<file path="config.mk">
export PLATFORM = sky130hd
export DESIGN_NAME = shortest_path_engine_core
export DESIGN_NICKNAME = d
export VERILOG_FILES = /design/src/rtl/spe_pkg.sv /design/src/rtl/shortest_path_engine_core.sv
export SDC_FILE = /design/constraint.sdc
export NUM_CORES = 2
export LEC_CHECK = 0
export ABC_AREA = 1
export BUFFER_PORTS_ARGS = -buffer_cell sky130_fd_sc_hd__buf_4
export CAP_MARGIN = 25
export CORE_MARGIN = 1.5
export CORE_UTILIZATION = 55
export DETAILED_ROUTE_END_ITERATION = 10
export PLACE_DENSITY = 0.73
export SYNTH_ARGS = -nofsm -noshare
export SYNTH_HDL_FRONTEND = slang
export SYNTH_SLANG_ARGS = --single-unit
</file>
<file path="constraint.sdc">
create_clock -name clk_i -period 15.14 [get_ports clk_i]
set_clock_uncertainty 0.1 [all_clocks]
set_input_delay 1.514 -clock clk_i [delete_from_list [all_inputs] [get_ports clk_i]]
set_output_delay 1.514 -clock clk_i [all_outputs]
set_load 0.05 [all_outputs]
</file>
<file path="src/rtl/spe_pkg.sv">
// spe_pkg: shared constants for the shortest path engine.
// No dependencies.
`timescale 1ns / 1ps
package spe_pkg;
  localparam int unsigned NumVerticesDefault = 16;
  localparam int unsigned MaxEdgesDefault    = 64;
  localparam int unsigned WeightBitsDefault  = 16;
  localparam int unsigned DistBits           = 20;
  localparam logic [DistBits-1:0] DistMax    = {DistBits{1'b1}};

  localparam logic [1:0] StOk      = 2'd0;
  localparam logic [1:0] StFull    = 2'd1;
  localparam logic [1:0] StBad     = 2'd2;
  localparam logic [1:0] StUnreach = 2'd3;

  localparam logic OpAdd   = 1'b0;
  localparam logic OpQuery = 1'b1;
endpackage

</file>
<file path="src/rtl/shortest_path_engine_core.sv">
// shortest_path_engine_core: top level of the shortest path engine.
// Depends on spe_pkg.
`timescale 1ns / 1ps
// Usage:
//  s_axis_* carries one request beat: op, vertex_a, vertex_b, edge_weight.
//  m_axis_* returns result beats; tlast marks the final beat of a request.
//  cfg_* writes vertex_count (1..NUM_VERTICES effective); write only when idle.
// Timing:
//  An add goes through S_PICK to its result beat in S_RESP. A query runs a
//  single-source shortest path search with one shared adder/comparator: per
//  settled vertex, a scan over vertex_count entries (one a cycle) then a scan
//  over all stored edges (one a cycle, edge memory read registered). The path
//  is then rebuilt back from the destination (one vertex a cycle) and streamed,
//  source first, one beat a cycle while m_axis_tready is high.
//  The block takes one request at a time; s_axis_tready is low meanwhile.
// Reset: edge count clears, vertex_count goes to 16; the edge memory keeps
//  its contents (only entries below the count are read). No clearing pass.
// Stall: a waiting result beat holds until m_axis_tready; the sequencer
//  waits with it.
module shortest_path_engine_core #(
  parameter int unsigned NUM_VERTICES = spe_pkg::NumVerticesDefault,
  parameter int unsigned MAX_EDGES    = spe_pkg::MaxEdgesDefault,
  parameter int unsigned WEIGHT_BITS  = spe_pkg::WeightBitsDefault
) (
  input  logic        clk_i,
  input  logic        rst_ni,
  input  logic        s_axis_tvalid,
  output logic        s_axis_tready,
  // [0] op, [4:1] vertex_a, [8:5] vertex_b, [24:9] edge_weight, zero pad
  input  logic [31:0] s_axis_tdata,
  output logic        m_axis_tvalid,
  input  logic        m_axis_tready,
  // [1:0] status, [5:2] path_vertex, [25:6] total_distance, zero pad
  output logic [31:0] m_axis_tdata,
  output logic        m_axis_tlast,
  input  logic        cfg_valid_i,
  output logic        cfg_ready_o,
  input  logic [4:0]  cfg_data_i
);
  localparam int unsigned VB = (NUM_VERTICES > 1) ? $clog2(NUM_VERTICES) : 1;
  localparam int unsigned EB = (MAX_EDGES > 1) ? $clog2(MAX_EDGES) : 1;
  localparam int unsigned CB = $clog2(MAX_EDGES + 1);
  localparam int unsigned DB = spe_pkg::DistBits;

  typedef enum logic [9:0] {
    S_IDLE  = 10'b0000000001,
    S_RESP  = 10'b0000000010,
    S_INIT  = 10'b0000000100,
    S_VSCAN = 10'b0000001000,
    S_ESCAN = 10'b0000010000,
    S_RELAX = 10'b0000100000,
    S_BACK  = 10'b0001000000,
    S_OUT   = 10'b0010000000,
    S_ELAST = 10'b0100000000,
    S_PICK  = 10'b1000000000
  } state_e;

  typedef struct packed {
    logic [3:0]            a;
    logic [3:0]            b;
    logic [WEIGHT_BITS-1:0] w;
  } edge_t;

  state_e state_q, state_d;
  logic [4:0] vcount_q;
  logic [CB-1:0] ecount_q;
  edge_t edge_mem [MAX_EDGES];
  edge_t edge_rd_q;
  logic [EB-1:0] rd_addr;

  logic [DB-1:0] dist_q [NUM_VERTICES];
  logic [VB-1:0] pred_q [NUM_VERTICES];
  logic [NUM_VERTICES-1:0] fin_q, reach_q;
  logic [VB-1:0] path_q [NUM_VERTICES];

  logic op_q;
  logic [3:0] src_q, dst_q;
  logic [1:0] rst_st_q;
  logic [VB:0] idx_q, best_q, plen_q, pout_q;
  logic best_ok_q;
  logic [CB-1:0] eidx_q;
  logic [VB-1:0] cur_q, u_q;
  logic [DB-1:0] du_q;

  logic [4:0] vc;
  assign vc = (vcount_q == 5'd0) ? 5'd1 :
              (32'(vcount_q) > NUM_VERTICES) ? 5'(NUM_VERTICES) : vcount_q;

  logic s_fire;
  assign s_axis_tready = (state_q == S_IDLE);
  assign s_fire = s_axis_tvalid && s_axis_tready;
  assign cfg_ready_o = 1'b1;

  // shared adder / comparator
  logic [VB-1:0] nb;
  logic nb_hit;
  logic [DB:0] sum;
  logic [DB-1:0] nd;
  always_comb begin
    nb_hit = 1'b0;
    nb = '0;
    if (32'(edge_rd_q.a) == 32'(u_q)) begin
      nb_hit = 1'b1; nb = VB'(edge_rd_q.b);
    end else if (32'(edge_rd_q.b) == 32'(u_q)) begin
      nb_hit = 1'b1; nb = VB'(edge_rd_q.a);
    end
    sum = {1'b0, du_q} + (DB+1)'(edge_rd_q.w);
    nd = sum[DB] ? spe_pkg::DistMax : sum[DB-1:0];
  end

  assign rd_addr = eidx_q[EB-1:0];
  always_ff @(posedge clk_i) begin
    if (s_fire && s_axis_tdata[0] == spe_pkg::OpAdd && ecount_q < CB'(MAX_EDGES)
        && {1'b0, s_axis_tdata[4:1]} < vc && {1'b0, s_axis_tdata[8:5]} < vc)
      edge_mem[ecount_q[EB-1:0]] <= '{a: s_axis_tdata[4:1], b: s_axis_tdata[8:5],
                                     w: WEIGHT_BITS'(s_axis_tdata[24:9])};
    edge_rd_q <= edge_mem[rd_addr];
  end

  logic [VB-1:0] ivx;
  assign ivx = idx_q[VB-1:0];
  logic bad;
  assign bad = ({1'b0, src_q} >= vc) || ({1'b0, dst_q} >= vc);

  always_comb begin
    state_d = state_q;
    case (state_q)
      S_IDLE:  if (s_fire) state_d = S_PICK;
      S_PICK:  if (bad || op_q == spe_pkg::OpAdd) state_d = S_RESP;
               else state_d = S_INIT;
      S_RESP:  if (m_axis_tready) state_d = S_IDLE;
      S_INIT:  state_d = S_VSCAN;
      S_VSCAN: if (idx_q == (VB+1)'(vc)) begin
                 if (!best_ok_q) state_d = reach_q[VB'(dst_q)] ? S_BACK : S_RESP;
                 else if (ecount_q == '0) state_d = S_VSCAN;
                 else state_d = S_ESCAN;
               end
      S_ESCAN: state_d = S_RELAX;
      S_RELAX: if (eidx_q == '0) state_d = S_ELAST; else state_d = S_RELAX;
      S_ELAST: state_d = S_VSCAN;
      S_BACK:  if (32'(cur_q) == 32'(src_q) || 32'(plen_q) + 1 >= 32'(vc))
                 state_d = S_OUT;
      S_OUT:   if (m_axis_tready && pout_q == '0) state_d = S_IDLE;
      default: state_d = S_IDLE;
    endcase
  end

  always_ff @(posedge clk_i or negedge rst_ni) begin
    if (!rst_ni) begin
      state_q  <= S_IDLE;
      vcount_q <= 5'd16;
      ecount_q <= '0;
      fin_q    <= '0;
      reach_q  <= '0;
    end else begin
      state_q <= state_d;
      if (cfg_valid_i) vcount_q <= cfg_data_i;
      case (state_q)
        S_IDLE: if (s_fire) begin
          op_q <= s_axis_tdata[0]; src_q <= s_axis_tdata[4:1];
          dst_q <= s_axis_tdata[8:5];
        end
        S_PICK: begin
          if (bad) rst_st_q <= spe_pkg::StBad;
          else if (op_q == spe_pkg::OpAdd) begin
            if (ecount_q < CB'(MAX_EDGES)) begin
              rst_st_q <= spe_pkg::StOk; ecount_q <= ecount_q + 1'b1;
            end else rst_st_q <= spe_pkg::StFull;
          end
        end
        S_INIT: begin
          fin_q <= '0;
          // only the source starts out reached
          reach_q <= {{(NUM_VERTICES-1){1'b0}}, 1'b1} << src_q;
          dist_q[VB'(src_q)] <= '0;
          idx_q <= '0; best_ok_q <= 1'b0;
        end
        S_VSCAN: begin
          if (idx_q == (VB+1)'(vc)) begin
            rst_st_q <= spe_pkg::StUnreach;
            idx_q <= '0; best_ok_q <= 1'b0;
            if (best_ok_q) begin
              u_q <= best_q[VB-1:0];
              du_q <= dist_q[best_q[VB-1:0]];
              fin_q[best_q[VB-1:0]] <= 1'b1;
              eidx_q <= ecount_q - 1'b1;
            end else begin
              cur_q <= VB'(dst_q); plen_q <= '0;
            end
          end else begin
            if (reach_q[ivx] && !fin_q[ivx] &&
                (!best_ok_q || dist_q[ivx] < dist_q[best_q[VB-1:0]])) begin
              best_q <= idx_q; best_ok_q <= 1'b1;
            end
            idx_q <= idx_q + 1'b1;
          end
        end
        S_ESCAN: ;
        S_RELAX, S_ELAST: begin
          if (state_q == S_RELAX) eidx_q <= eidx_q - 1'b1;
          if (nb_hit && {1'b0, 4'(nb)} < vc && !fin_q[nb] &&
              (!reach_q[nb] || nd < dist_q[nb])) begin
            reach_q[nb] <= 1'b1; dist_q[nb] <= nd; pred_q[nb] <= u_q;
          end
        end
        S_BACK: begin
          path_q[plen_q[VB-1:0]] <= cur_q;
          if (32'(cur_q) == 32'(src_q) || 32'(plen_q) + 1 >= 32'(vc)) begin
            pout_q <= plen_q;
          end else begin
            plen_q <= plen_q + 1'b1; cur_q <= pred_q[cur_q];
          end
        end
        S_OUT: if (m_axis_tready) pout_q <= pout_q - 1'b1;
        default: ;
      endcase
    end
  end

  logic [DB-1:0] dd;
  assign dd = dist_q[VB'(dst_q)];
  assign m_axis_tvalid = (state_q == S_RESP) || (state_q == S_OUT);
  assign m_axis_tlast  = 1'b1 & ((state_q == S_RESP) || pout_q == '0);
  assign m_axis_tdata  = (state_q == S_OUT) ?
      {6'd0, dd, 4'(path_q[pout_q[VB-1:0]]), spe_pkg::StOk} :
      {30'd0, rst_st_q};
endmodule
</file>
==> metrics.cfg <==
[run_status]
outcome=complete, no violations

[floorplan]
dieArea_um2=175000
die_w_um=418
rows=152
io_pins=78
die_h_um=418
core_area_um2=171000
start_util=0.553

[logic_synthesis]
synth-seq-area-share=0.673
avgSynthCellArea_um2=11.4
synth_top_cell_by_area=edfxtp_1
netlist.area_leader.share=0.649
async_flop_share=0.0251
synth_enable_flop_cells=2050
ys_types=60
netlist_area_um2=94800
synthCells=8311
synth_seq_cells=2148
ys_warn_count=0
synth_area_leaders=edfxtp_1 65%, o21ai_0 7.0%, nor2_1 4.1%
ys.flop_type=edfxtp_1

[sta]
fmax_ghz=0.109
hold_viol=0
fin_crit_ns=9.20
fin_crit_sh=0.607
timing.hold.ws_ns=0.419
tns_ns=0
relSlewSlack=0.226
rsz0062_at_grt=no
worst_slew_pin_slew_ns=1.15
maxSlewViolCount=0
setup_viol=0

[clock_network]
post_cts_resized=0
cts_buffer_depth=3
postCtsHoldBufs=0
cts_tree=yes
cts_setup_buffers=0
path_clk_slew_ns=0.06
root_buffer=clkbuf_16
clk_latency_ns=0.87
h-tree-depth=4
numCtsBuffers=206
cts.sinks=2148

[worst_setup_path]
cp_data_arrival_time_ns=9.58
worst_setup_path_end_kind=flip-flop
critPathKind=reg -> reg
critical_path_peak_fanout=43
cp.required_ns=15.52
start_kind=flip-flop

[detailed_routing]
drtIter0Drc=9162
ant_nets=0
routed_wl_um=279000
drt-vias-per-instance=6.56
vias=69900
drt_first_pass_iters=9
wire_per_inst_um=26.2
drc=0

[placement]
dp.cells=10200
hpwlAfterDp_um=154000
port_buffers=63
routabilityCongestion=0.905

[global_route]
grt_max_degree=199
track_usage=0.313
grt-ovfl-total=0
grt_pass1_wl_um=408000
antenna_found_initial=15
grt_pass1_vias=65700

[finish]
area_growth_pct=10.1
stdcell_count=10700
nets=8288
drive_gt1_frac=0.0819

[pwr]
seqPwrFrac=0.536
sw_frac_of_total=0.229
power_density_nw_per_um2=118
p_int_mw=9.47
p_comb_frac=0.057
p_leak_nw=34.7
p_sw_mw=2.82
pwr-share-clk=0.407
ir_worst_vdd_mv=0.142

[min_path]
hp-class=reg -> reg

[run]
max-cap-violations=0

==> worst max-delay path, cell delays in order, from the launching register on <==
cell       delay [ns]
edfxtp_1         0.92
xor2_1           0.14
nor2_1           0.21
nand2_2          0.17
nand2_2          0.21
nand2_2          0.24
nand2_2          0.66
inv_2            0.52
buf_4            0.47
a22oi_1          0.26
a21oi_1          0.11
nor4_1           0.64
ha_1             0.36
a21oi_1          0.13
o21ai_0          0.09
nand3_1          0.08
nand2_1          0.05
nand2_1          0.06
a21oi_1          0.09
a2111oi_0        0.69
nand2_1          0.32
nand2_2          0.25
nand3_4          0.64
o21ai_1          0.46
nand2_1          0.22
nor2_2           0.15
buf_4            0.47
==> layer usage <==
| layer | GRT usage | share of wire | up-vias |
|---|---|---|---|
| li1 | - | - | 30700 |
| met1 | 0.408 | 0.36 | 33700 |
| met2 | 0.504 | 0.47 | 4625 |
| met3 | 0.0573 | 0.12 | 879 |
| met4 | 0.160 | 0.053 | 18 |
| met5 | 0 | 0.00046 | - |
==> layout make-up <==
class / count / area [um^2]
sequential: 2148 / 63800
fill: 13100 / 67000
inverter: 404 / 1530
clock buffer: 266 / 5500
tap: 2310 / 2890
antenna: 3 / 7.51
timing repair buffer: 249 / 2080
multi-input combinational: 5150 / 27400
clock inverter: 123 / 1120
==> cells in the final DEF (no fill, tap or decap), types with 18 or more instances in the layout <==
cell / Yosys / layout
a31oi_1: 77 / 77
nand2_1: 636 / 636
buf_4: 7 / 232
clkinv_2: 0 / 32
nor3_2: 11 / 22
dfxtp_1: 44 / 34
o31ai_1: 18 / 18
a211oi_1: 50 / 50
nand3_1: 284 / 284
nor3_1: 36 / 25
a21oi_1: 600 / 600
o221ai_1: 211 / 211
edfxtp_1: 2050 / 2050
o22ai_1: 294 / 294
clkinv_1: 8 / 59
o21ai_0: 1319 / 1318
o211ai_1: 117 / 117
inv_1: 384 / 383
xor2_1: 24 / 24
ha_1: 86 / 86
clkbuf_16: 0 / 206
a22oi_1: 130 / 130
nand4_1: 39 / 39
clkbuf_1: 543 / 48
nor2_2: 2 / 69
dfrtp_1: 52 / 52
o21a_1: 23 / 23
nor4_1: 21 / 21
mux2i_1: 34 / 34
nor2_1: 1041 / 968
==> cell usage after synthesis (50+ instances only) <==
master,instances
a211oi_1,50
a21oi_1,600
a22oi_1,130
a31oi_1,77
clkbuf_1,543
dfrtp_1,52
edfxtp_1,2050
ha_1,86
inv_1,384
nand2_1,636
nand3_1,284
nor2_1,1041
o211ai_1,117
o21ai_0,1319
o221ai_1,211
o22ai_1,294
==> final timing paths <==
check	to	from	cells past startpoint	slack [ns]
worst max register to register	dist_q[4][9]	u_q[2]	26	5.94
min in group asynchronous	fin_q[3]	rst_ni	1	0.46
worst min-delay path	best_q[3]	idx_q[3]	0	0.42
max in group asynchronous	vcount_q[4]	rst_ni	2	13.54
worst max-delay path	dist_q[4][9]	u_q[2]	26	5.94
worst min register to register	best_q[3]	idx_q[3]	0	0.42
==> power by group through the flow <==
stage               Clock (mW)  Sequential [mW]  Combinational, mW
floorplan                    0             6.67              0.421
global placement             0             6.71              0.643
detailed placement           0             6.71              0.663
CTS                       5.05             6.58              0.666
global route              5.27             6.58              0.750
finish                    5.01             6.58              0.701
==> sequential cells by signal, summed over array words and instances (netlist names), 5 cells and up, named ones only <==
name	flops
fin_q	16
state_q	10
edge_mem	1536
eidx_q	7
idx_q	5
path_q	64
reach_q	16
pred_q	64
ecount_q	7
pout_q	5
du_q	20
dist_q	320
vcount_q	5
plen_q	5
edge_rd_q	24
==> per-stage QoR <==
step	instance area [um^2]	utilization	power [mW]	setup WS, ns
2_1_floorplan	94800	-	7.10	9.46
3_3_place_gp	97500	0.569	7.35	6.39
3_5_place_dp	97500	0.569	7.37	6.29
4_1_cts	104000	0.608	12.3	6.24
5_1_grt	104000	0.609	12.6	5.55
6_report	104000	0.609	12.3	5.94
==> cells by family (layout without fill, tap and decap cells) <==
| kind of cell | Yosys count | count (layout) | share of synthesized area |
|---|---|---|---|
| flops | 2148 | 2148 | 0.673 |
| other cells | 2 | 10 | 0.0000792 |
| mux | 36 | 36 | 0.00383 |
| simple gates | 2089 | 2089 | 0.0902 |
| compound gates | 2895 | 2895 | 0.177 |
| xor+xnor | 36 | 36 | 0.00333 |
| buf+inv | 1018 | 1042 | 0.0411 |
| fa+ha+maj | 87 | 87 | 0.0116 |
No activity file was read; power rests on OpenSTA's default activity.
